File: src/rtl/asf_pkg.sv
`timescale 1ns / 1ps
`default_nettype none

package asf_pkg;

    localparam int unsigned SOURCES = 37;

    localparam int ENGINE_W = 6;
    localparam int SAMPLE_W = 16;
    localparam int OUT_W    = 15;
    localparam int LEVEL_W  = 16;
    localparam int STEP_W   = 24;
    localparam int GAIN_W   = 24;
    localparam int SEED_W   = 32;
    localparam int SCALED_W = 17;
    localparam int PHASE_W  = 2;
    localparam int ADDR_W   = 2;
    localparam int DATA_W   = 32;

    // register byte addresses
    localparam logic [ADDR_W-1:0] ADDR_FADE_STEP = 2'd0;

    localparam logic [ENGINE_W-1:0] ENGINE_LAST = ENGINE_W'(SOURCES - 1);

    localparam logic [GAIN_W-1:0] GAIN_ONE   = 24'd8388608;
    localparam logic [STEP_W-1:0] STEP_RESET = 24'd87;
    localparam logic [STEP_W-1:0] STEP_MIN   = 24'd1;

    localparam logic [8:0] ENV_COEF = 9'd131;

    // LCG seed = seed * A + C, taken mod 2^32
    localparam logic [SEED_W-1:0] SEED_A     = 32'd1664525;
    localparam logic [SEED_W-1:0] SEED_C     = 32'd1013904223;
    localparam logic [SEED_W-1:0] SEED_RESET = 32'd1;
    localparam logic [63:0] SEED_ONE_W   = {32'd0, SEED_RESET} * {32'd0, SEED_A} + {32'd0, SEED_C};
    localparam logic [SEED_W-1:0] SEED_ONE   = SEED_ONE_W[31:0];
    localparam logic [63:0] SEED_TWO_W   = {32'd0, SEED_ONE} * {32'd0, SEED_A} + {32'd0, SEED_C};
    localparam logic [SEED_W-1:0] SEED_TWO   = SEED_TWO_W[31:0];
    localparam logic [63:0] SEED_THREE_W = {32'd0, SEED_TWO} * {32'd0, SEED_A} + {32'd0, SEED_C};
    localparam logic [SEED_W-1:0] SEED_THREE = SEED_THREE_W[31:0];

    // fade_phase output codes
    localparam logic [PHASE_W-1:0] FADE_STEADY = 2'd0;
    localparam logic [PHASE_W-1:0] FADE_DOWN   = 2'd1;
    localparam logic [PHASE_W-1:0] FADE_IN     = 2'd2;

    typedef enum logic [2:0] {
        PH_STEADY = 3'b001,
        PH_OUT    = 3'b010,
        PH_IN     = 3'b100
    } phase_t;

    typedef struct packed {
        logic [ENGINE_W-1:0] engine;
        logic                bank;
        logic                init;
        logic [SEED_W-1:0]   seed;
        logic [PHASE_W-1:0]  phase;
    } meta_t;

    // tanh(k/4) in Q1.12
    function automatic logic [12:0] tanh_entry(input logic [4:0] k);
        logic [12:0] t;
        case (k)
            5'd0:    t = 13'd0;
            5'd1:    t = 13'd1003;
            5'd2:    t = 13'd1893;
            5'd3:    t = 13'd2602;
            5'd4:    t = 13'd3119;
            5'd5:    t = 13'd3475;
            5'd6:    t = 13'd3707;
            5'd7:    t = 13'd3856;
            5'd8:    t = 13'd3949;
            5'd9:    t = 13'd4006;
            5'd10:   t = 13'd4041;
            5'd11:   t = 13'd4063;
            5'd12:   t = 13'd4076;
            5'd13:   t = 13'd4084;
            5'd14:   t = 13'd4089;
            5'd15:   t = 13'd4091;
            5'd16:   t = 13'd4093;
            5'd17:   t = 13'd4094;
            5'd18:   t = 13'd4095;
            5'd19:   t = 13'd4095;
            default: t = 13'd4096;
        endcase
        return t;
    endfunction

    function automatic logic [12:0] tanh_q12(input logic [14:0] d);
        logic [4:0]  idx;
        logic [9:0]  frac;
        logic [12:0] lo;
        logic [12:0] hi;
        logic [9:0]  diff;
        logic [20:0] interp;
        logic [12:0] t;
        idx    = d[14:10];
        frac   = d[9:0];
        lo     = tanh_entry(idx);
        hi     = tanh_entry(idx + 5'd1);
        diff   = 10'(hi - lo);
        interp = {11'd0, diff} * {11'd0, frac} + 21'd512;
        if (idx >= 5'd20)
        begin
            t = 13'd4096;
        end
        else
        begin
            t = lo + 13'(interp[20:10]);
        end
        return t;
    endfunction

    // unity inside +-1.0, 1 + tanh(|x| - 1) outside
    function automatic logic signed [OUT_W-1:0] soft_limit(input logic signed [SCALED_W-1:0] x);
        logic [14:0]        d;
        logic [13:0]        y;
        logic signed [15:0] ys;
        logic signed [OUT_W-1:0] res;
        d  = '0;
        if (x > 17'sd4096)
        begin
            d = 15'(x - 17'sd4096);
        end
        else if (x < -17'sd4096)
        begin
            d = 15'(-x - 17'sd4096);
        end
        y  = 14'd4096 + 14'(tanh_q12(d));
        ys = $signed({2'b00, y});
        if (x > 17'sd4096)
        begin
            res = 15'(ys);
        end
        else if (x < -17'sd4096)
        begin
            res = 15'(-ys);
        end
        else
        begin
            res = x[OUT_W-1:0];
        end
        return res;
    endfunction

endpackage

`default_nettype wire

File: src/rtl/audio_source_switch_fader.sv
`timescale 1ns / 1ps
`default_nettype none

// Source-switch fader, one beat per stereo audio sample.
// Input channel (in_valid/in_ready): requested source, requested bank and the
// stereo sample of the source now playing. Output channel (out_valid/out_ready):
// faded, soft-limited sample, peak level, the source and bank now playing, the
// init strobe with its seed, and the fade phase.
// fade_step is to be written over the APB port only while the block is idle; the
// block does not enforce it. pready is always high; prdata returns the register.
// An input beat passes the input register, fade control and state update into
// stage 1, the gain multiply into stage 2, then soft limit and level envelope
// into the output register.
// Throughput is one beat per cycle while the receiver does not stall; the fade
// state and the level envelope are each updated once per beat to keep that rate.
// Reset clears the pipeline and returns the fader to full gain, steady phase,
// source 0, bank 0 and seed_reg SEED_THREE; the first beat after reset fades
// straight in on the requested source and pulses engine_init with SEED_TWO.
// When the receiver stalls, the output beat holds and the stages behind it keep
// filling until the pipeline is full, after which in_ready drops.
module audio_source_switch_fader (
    input  wire logic                             clk,
    input  wire logic                             rst_n,
    input  wire logic                             in_valid,
    output logic                                  in_ready,
    input  wire logic [asf_pkg::ENGINE_W-1:0]     target_engine,
    input  wire logic                             bank_request,
    input  wire logic signed [asf_pkg::SAMPLE_W-1:0] left_in,
    input  wire logic signed [asf_pkg::SAMPLE_W-1:0] right_in,
    output logic                                  out_valid,
    input  wire logic                             out_ready,
    output logic signed [asf_pkg::OUT_W-1:0]      left_out,
    output logic signed [asf_pkg::OUT_W-1:0]      right_out,
    output logic [asf_pkg::LEVEL_W-1:0]           level,
    output logic [asf_pkg::ENGINE_W-1:0]          active_engine,
    output logic                                  active_bank,
    output logic                                  engine_init,
    output logic [asf_pkg::SEED_W-1:0]            init_seed,
    output logic [asf_pkg::PHASE_W-1:0]           fade_phase,
    input  wire logic                             psel,
    input  wire logic                             penable,
    input  wire logic                             pwrite,
    input  wire logic [asf_pkg::ADDR_W-1:0]       paddr,
    input  wire logic [asf_pkg::DATA_W-1:0]       pwdata,
    output logic [asf_pkg::DATA_W-1:0]            prdata,
    output logic                                  pready
);

    // configuration
    logic [asf_pkg::STEP_W-1:0] fade_step_reg;
    logic                       cfg_write;

    // pipeline valid bits and stage enables
    logic v0_reg, v1_reg, v2_reg, vo_reg;
    logic rdy1, rdy2, rdy_o;

    // stage 0: input register
    logic [asf_pkg::ENGINE_W-1:0]        tgt0_reg;
    logic                                bank0_reg;
    logic signed [asf_pkg::SAMPLE_W-1:0] li0_reg, ri0_reg;

    // fade state
    asf_pkg::phase_t              phase_reg, phase_next;
    logic [asf_pkg::GAIN_W-1:0]   gain_reg, gain_next;
    logic [asf_pkg::ENGINE_W-1:0] cur_reg, cur_next;
    logic                         bank_reg, bank_next;
    logic                         first_reg;
    logic [asf_pkg::SEED_W-1:0]   seed_reg, seed_next;

    // stage 1
    logic signed [asf_pkg::SAMPLE_W-1:0] li1_reg, ri1_reg;
    logic [asf_pkg::GAIN_W-1:0]          gain1_reg;
    asf_pkg::meta_t                      meta1_reg, meta_next;

    // stage 2
    logic signed [asf_pkg::SCALED_W-1:0] l2_reg, r2_reg, l_next, r_next;
    asf_pkg::meta_t                      meta2_reg;

    // output stage
    logic signed [asf_pkg::OUT_W-1:0] lo_reg, ro_reg;
    logic [asf_pkg::LEVEL_W-1:0]      env_reg, env_next;
    asf_pkg::meta_t                   meta_o_reg;

    // control combinational signals
    logic [asf_pkg::ENGINE_W-1:0] tgt;
    logic [asf_pkg::STEP_W-1:0]   step;
    logic [asf_pkg::ENGINE_W-1:0] cur_e;
    logic                         bank_e;
    logic [asf_pkg::GAIN_W-1:0]   gain_e;
    asf_pkg::phase_t              phase_e;
    logic signed [25:0]           gain_up, gain_dn;
    logic                         same_req;
    logic                         strobe;
    logic [asf_pkg::SEED_W-1:0]   seed_out;
    logic [asf_pkg::PHASE_W-1:0]  phase_code;

    // gain multiply
    logic signed [40:0] l_prod, r_prod, l_sum, r_sum;

    // envelope
    logic [asf_pkg::SCALED_W-1:0] l_abs, r_abs;
    logic [asf_pkg::LEVEL_W-1:0]  mag;
    logic signed [20:0]           env_diff;
    logic signed [29:0]           env_prod, env_sum;
    logic signed [17:0]           env_new;

    assign pready    = 1'b1;
    assign prdata    = asf_pkg::DATA_W'(fade_step_reg);
    assign cfg_write = psel && penable && pwrite;

    always_ff @(posedge clk or negedge rst_n)
    begin
        if (!rst_n)
        begin
            fade_step_reg <= asf_pkg::STEP_RESET;
        end
        else if (cfg_write && (paddr == asf_pkg::ADDR_FADE_STEP))
        begin
            fade_step_reg <= pwdata[asf_pkg::STEP_W-1:0];
        end
    end

    assign rdy_o    = !vo_reg || out_ready;
    assign rdy2     = !v2_reg || rdy_o;
    assign rdy1     = !v1_reg || rdy2;
    assign in_ready = !v0_reg || rdy1;

    always_ff @(posedge clk or negedge rst_n)
    begin
        if (!rst_n)
        begin
            v0_reg <= 1'b0;
            v1_reg <= 1'b0;
            v2_reg <= 1'b0;
            vo_reg <= 1'b0;
        end
        else
        begin
            if (in_ready)
            begin
                v0_reg <= in_valid;
            end
            if (rdy1)
            begin
                v1_reg <= v0_reg;
            end
            if (rdy2)
            begin
                v2_reg <= v1_reg;
            end
            if (rdy_o)
            begin
                vo_reg <= v2_reg;
            end
        end
    end

    always_ff @(posedge clk)
    begin
        if (in_ready)
        begin
            tgt0_reg  <= target_engine;
            bank0_reg <= bank_request;
            li0_reg   <= left_in;
            ri0_reg   <= right_in;
        end
    end

    // fade control
    always_comb
    begin
        tgt  = (tgt0_reg > asf_pkg::ENGINE_LAST) ? asf_pkg::ENGINE_LAST : tgt0_reg;
        step = (fade_step_reg == '0) ? asf_pkg::STEP_MIN :
               (fade_step_reg > asf_pkg::GAIN_ONE) ? asf_pkg::GAIN_ONE : fade_step_reg;

        // first beat: take the request and fade in from zero
        cur_e   = first_reg ? tgt : cur_reg;
        bank_e  = first_reg ? bank0_reg : bank_reg;
        gain_e  = first_reg ? '0 : gain_reg;
        phase_e = first_reg ? asf_pkg::PH_IN : phase_reg;

        gain_up  = $signed({2'b00, gain_e}) + $signed({2'b00, step});
        gain_dn  = $signed({2'b00, gain_e}) - $signed({2'b00, step});
        same_req = (tgt == cur_e) && (bank0_reg == bank_e);

        strobe     = first_reg;
        seed_out   = first_reg ? asf_pkg::SEED_TWO : '0;
        seed_next  = seed_reg;
        cur_next   = cur_e;
        bank_next  = bank_e;
        gain_next  = gain_e;
        phase_next = phase_e;

        case (phase_e)
            asf_pkg::PH_OUT:
            begin
                if (same_req)
                begin
                    // request came home: abort the switch
                    gain_next  = gain_dn[25] ? '0 : gain_dn[asf_pkg::GAIN_W-1:0];
                    phase_next = asf_pkg::PH_IN;
                end
                else if (gain_dn <= 26'sd0)
                begin
                    gain_next  = '0;
                    cur_next   = tgt;
                    bank_next  = bank0_reg;
                    strobe     = 1'b1;
                    seed_out   = seed_reg;
                    seed_next  = seed_reg * asf_pkg::SEED_A + asf_pkg::SEED_C;
                    phase_next = asf_pkg::PH_IN;
                end
                else
                begin
                    gain_next  = gain_dn[asf_pkg::GAIN_W-1:0];
                    phase_next = asf_pkg::PH_OUT;
                end
            end
            asf_pkg::PH_IN:
            begin
                if (gain_up >= $signed({2'b00, asf_pkg::GAIN_ONE}))
                begin
                    gain_next  = asf_pkg::GAIN_ONE;
                    phase_next = asf_pkg::PH_STEADY;
                end
                else
                begin
                    gain_next  = gain_up[asf_pkg::GAIN_W-1:0];
                    phase_next = asf_pkg::PH_IN;
                end
                if (!same_req)
                begin
                    phase_next = asf_pkg::PH_OUT;
                end
            end
            default:
            begin
                phase_next = same_req ? asf_pkg::PH_STEADY : asf_pkg::PH_OUT;
            end
        endcase

        case (phase_next)
            asf_pkg::PH_OUT: phase_code = asf_pkg::FADE_DOWN;
            asf_pkg::PH_IN:  phase_code = asf_pkg::FADE_IN;
            default:         phase_code = asf_pkg::FADE_STEADY;
        endcase

        meta_next.engine = cur_next;
        meta_next.bank   = bank_next;
        meta_next.init   = strobe;
        meta_next.seed   = seed_out;
        meta_next.phase  = phase_code;
    end

    always_ff @(posedge clk or negedge rst_n)
    begin
        if (!rst_n)
        begin
            phase_reg <= asf_pkg::PH_STEADY;
            gain_reg  <= asf_pkg::GAIN_ONE;
            cur_reg   <= '0;
            bank_reg  <= 1'b0;
            first_reg <= 1'b1;
            // next seed to hand out once the first beat has used two
            seed_reg  <= asf_pkg::SEED_THREE;
        end
        else if (rdy1 && v0_reg)
        begin
            phase_reg <= phase_next;
            gain_reg  <= gain_next;
            cur_reg   <= cur_next;
            bank_reg  <= bank_next;
            first_reg <= 1'b0;
            seed_reg  <= seed_next;
        end
    end

    always_ff @(posedge clk)
    begin
        if (rdy1)
        begin
            li1_reg   <= li0_reg;
            ri1_reg   <= ri0_reg;
            gain1_reg <= gain_next;
            meta1_reg <= meta_next;
        end
    end

    // gain product, rounded half away from zero
    always_comb
    begin
        l_prod = li1_reg * $signed({1'b0, gain1_reg});
        r_prod = ri1_reg * $signed({1'b0, gain1_reg});
        l_sum  = l_prod + (l_prod[40] ? 41'sd4194303 : 41'sd4194304);
        r_sum  = r_prod + (r_prod[40] ? 41'sd4194303 : 41'sd4194304);
        l_next = l_sum[39:23];
        r_next = r_sum[39:23];
    end

    always_ff @(posedge clk)
    begin
        if (rdy2)
        begin
            l2_reg    <= l_next;
            r2_reg    <= r_next;
            meta2_reg <= meta1_reg;
        end
    end

    // peak envelope
    always_comb
    begin
        l_abs    = l2_reg[16] ? 17'(-l2_reg) : l2_reg;
        r_abs    = r2_reg[16] ? 17'(-r2_reg) : r2_reg;
        mag      = (r_abs > l_abs) ? r_abs[15:0] : l_abs[15:0];
        env_diff = $signed({1'b0, mag, 4'b0000}) - $signed({5'b00000, env_reg});
        env_prod = env_diff * $signed(asf_pkg::ENV_COEF);
        env_sum  = env_prod + (env_prod[29] ? 30'sd32767 : 30'sd32768);
        env_new  = $signed({2'b00, env_reg}) + 18'($signed(env_sum[29:16]));
        if (env_new[17])
        begin
            env_next = '0;
        end
        else if (env_new[16])
        begin
            env_next = '1;
        end
        else
        begin
            env_next = env_new[15:0];
        end
    end

    always_ff @(posedge clk or negedge rst_n)
    begin
        if (!rst_n)
        begin
            env_reg <= '0;
        end
        else if (rdy_o && v2_reg)
        begin
            env_reg <= env_next;
        end
    end

    always_ff @(posedge clk)
    begin
        if (rdy_o)
        begin
            lo_reg     <= asf_pkg::soft_limit(l2_reg);
            ro_reg     <= asf_pkg::soft_limit(r2_reg);
            meta_o_reg <= meta2_reg;
        end
    end

    assign out_valid     = vo_reg;
    assign left_out      = lo_reg;
    assign right_out     = ro_reg;
    assign level         = env_reg;
    assign active_engine = meta_o_reg.engine;
    assign active_bank   = meta_o_reg.bank;
    assign engine_init   = meta_o_reg.init;
    assign init_seed     = meta_o_reg.seed;
    assign fade_phase    = meta_o_reg.phase;

endmodule

`default_nettype wire

File: config.mk
export PLATFORM = sky130hd
export DESIGN_NAME = audio_source_switch_fader
export DESIGN_NICKNAME = d
export VERILOG_FILES = /design/src/rtl/asf_pkg.sv /design/src/rtl/audio_source_switch_fader.sv
export SDC_FILE = /design/constraint.sdc
export NUM_CORES = 2
export LEC_CHECK = 0
export ABC_CLOCK_PERIOD_IN_PS = 33400
export BUFFER_PORTS_ARGS = -buffer_cell sky130_fd_sc_hd__buf_2
export CAP_MARGIN = 20
export CORE_MARGIN = 4
export CORE_UTILIZATION = 40
export DETAILED_ROUTE_END_ITERATION = 7
export HOLD_SLACK_MARGIN = 0.1
export PLACE_DENSITY = 0.58
export SETUP_SLACK_MARGIN = 0.4
export SLEW_MARGIN = 5
export SYNTH_ARGS = -nofsm -noshare
export SYNTH_HDL_FRONTEND = slang
export SYNTH_SLANG_ARGS = --single-unit
File: constraint.sdc
create_clock -name clk -period 33.4 [get_ports clk]
set_input_delay 1.67 -clock clk [delete_from_list [all_inputs] [get_ports clk]]
set_output_delay 1.67 -clock clk [all_outputs]
set_load 0.01 [all_outputs]
==> flow_summary.toml <==
[run_status]
status = "finished, final reports clean"

[sta]
max_freq_mhz = 58.99
worstMarginPinSlew_ps = 1214
holdWs_ps = 412.8
slew_headroom = 0.1908
finClkSkew_ps = 57.27
fin_setup_tns_ps = 0
layout_min_cycle_time_ps = 16950
setup_viol = 0
rsz0062_at_grt = "false"
final-hold-violation-count = 0
fin_crit_sh = 0.5075
final_max_slew_viol_count = 0
fin_ws_ps = 16450

[global_routing]
grt_pass1_wl_microns = 283000
grt_antenna_before_repair = 13
grt_pass1_vias = 52660
grt.overflow.total = 0
grt_usage = 0.2007
grt_max_degree = 64

[clock_tree]
clockBufferDepth = 3
worstSkewPairLatency_ps = 670
clk_pin_slew_ps = 60
cts-root-buf = "clkbuf_16"
htreeDepth = 2
cts_hold_buffers = 0
cts_sinks = 396
cts_repair_resize_count = 0
postCtsSetupRepairBufs = 0
cts_tree = "yes"
cts_inserted_buffers = 51

[synthesis]
yosysTopAreaCell = "fa_1"
synthFlopType = "edfxtp_1"
yosysSeqAreaShare = 0.1691
synth_area_sq_mm = 0.06719
synthDistinctLibCells = 103
async_flop_share = 0.2803
synth_area_leaders = "fa_1 (27%), ha_1 (16%), edfxtp_1 (13%), inv_1 (7.5%), nand2_1 (4.9%)"
yosysTopAreaCellShare = 0.2678
synth_cells = 7355
ys.warnings.count = 0
syn_area_per_cell_sq_um = 9.136
synth-edff-count = 285
ys_ff_latch = 396

[finish]
num-nets-final = 9234
multiInputGateArea_sq_mm = 0.04970
fin_util = 0.4329
final_cell_mix = "inv_1 (1344), fa_1 (899), nand2_1 (881), ha_1 (861), and2_1 (319)"
drive_gt1_frac = 0.06564
area_growth_pct = 7.612
seqCellArea_sq_mm = 0.01136
fillers = 16460
layout.cells.most_common = "inv_1"

[routing]
route.detailed.drc = 0
first_iter_violations = 2940
ant_nets = 0
drtPass1Iterations = 6
viasPerCell = 5.252
wl_per_cell_microns = 18.00
wirelength_microns = 173700
via_count = 50670

[critical_path]
crit_type = "register to register"
crit_fanout = 22
cp_slowest_stage_delay_ps = 590
worst_path_max_delay_cell = "o41ai_1"
cp-start-kind = "register"
worstSetupEndpointType = "register"
critPathRequiredTime_ps = 33950
crit_arrival_ps = 17500
cpMostUsedCell = "ha_1"
ff2ff_setup_slack_ps = 16450

[die]
die_area_sq_mm = 0.1746
die_w_microns = 417.9
core_area_sq_mm = 0.1670
die_h_microns = 417.9
ios = 203
initial_core_util = 0.4023
rows = 150

[hold_path]
hp-class = "register to register"

[placement]
io_buffers = 185
routabilityCongestion = 0.8982
dp_hpwl_microns = 133700
pre_cts_ws_ps = 16580

[run]
drv_cap = 0
-- area by class of cell --
cell class              count  area share
clock buffers              61     0.01888
well taps                2204     0.03814
clock inverters            32    0.004689
multi-input cells        5327      0.6874
flip-flops and latches    396      0.1571
diodes                      8   0.0002769
repair buffers            268     0.02343
inverters                1350     0.07011
-- stage by stage --
stage / instances / cell area, sq um
after detailed placement: 9532 / 70350
after floorplan: 7362 / 67220
final: 9646 / 72310
after CTS: 9625 / 72060
after global placement: 9530 / 70330
after global routing: 9638 / 72290
-- cell families after synthesis --
family | share of synthesized area
AND/OR/NAND/NOR | 0.1441
adder cells (fa/ha/maj) | 0.4283
buffers and inverters | 0.09249
AO/OA/AOI/OAI | 0.1086
flip-flops | 0.1691
XOR/XNOR | 0.04689
multiplexers | 0.01046
other | 0.0001118
-- cell usage after synthesis, drive strengths merged, types with 113 or more instances --
cell	count
inv	1347
fa	899
nand2	882
ha	861
and2	319
edfxtp	285
nor2	284
a21oi	281
clkbuf	266
xnor2	240
o21ai	234
a21o	130
nand2b	113
-- critical path: cells and delay by family (launching register included) --
family,cells,cell delay (ps)
AO/OA/AOI/OAI,33,7570
AND/OR/NAND/NOR,12,3560
adder cells (fa/ha/maj),9,2890
XOR/XNOR,4,1180
buffers and inverters,7,950
flip-flops,1,360
multiplexers,1,300
-- per-layer routing --
metal	global-route usage	wire, microns	up-vias	share of wire
met5	0	92	-	0.00053
li1	-	-	23890	-
met4	0.05054	4591	12	0.026
met1	0.2791	79160	25180	0.46
met2	0.3293	79610	1332	0.46
met3	0.02957	10220	257	0.059
-- path summary, 6_finish.rpt --
kind | from | depth (start not counted) | end
setup / recovery | r2_reg[0] | 66 | level[10]
hold / removal | ri0_reg[3] | 0 | ri1_reg[3]
setup reg to reg | r2_reg[0] | 66 | level[10]
hold reg to reg | ri0_reg[3] | 0 | ri1_reg[3]
max in group asynchronous | rst_n | 2 | gain_reg[6]
min in group asynchronous | rst_n | 1 | seed_reg[16]
Power is not shown: default switching activity piles up to over one toggle a cycle in this logic, so the estimate is an artifact.
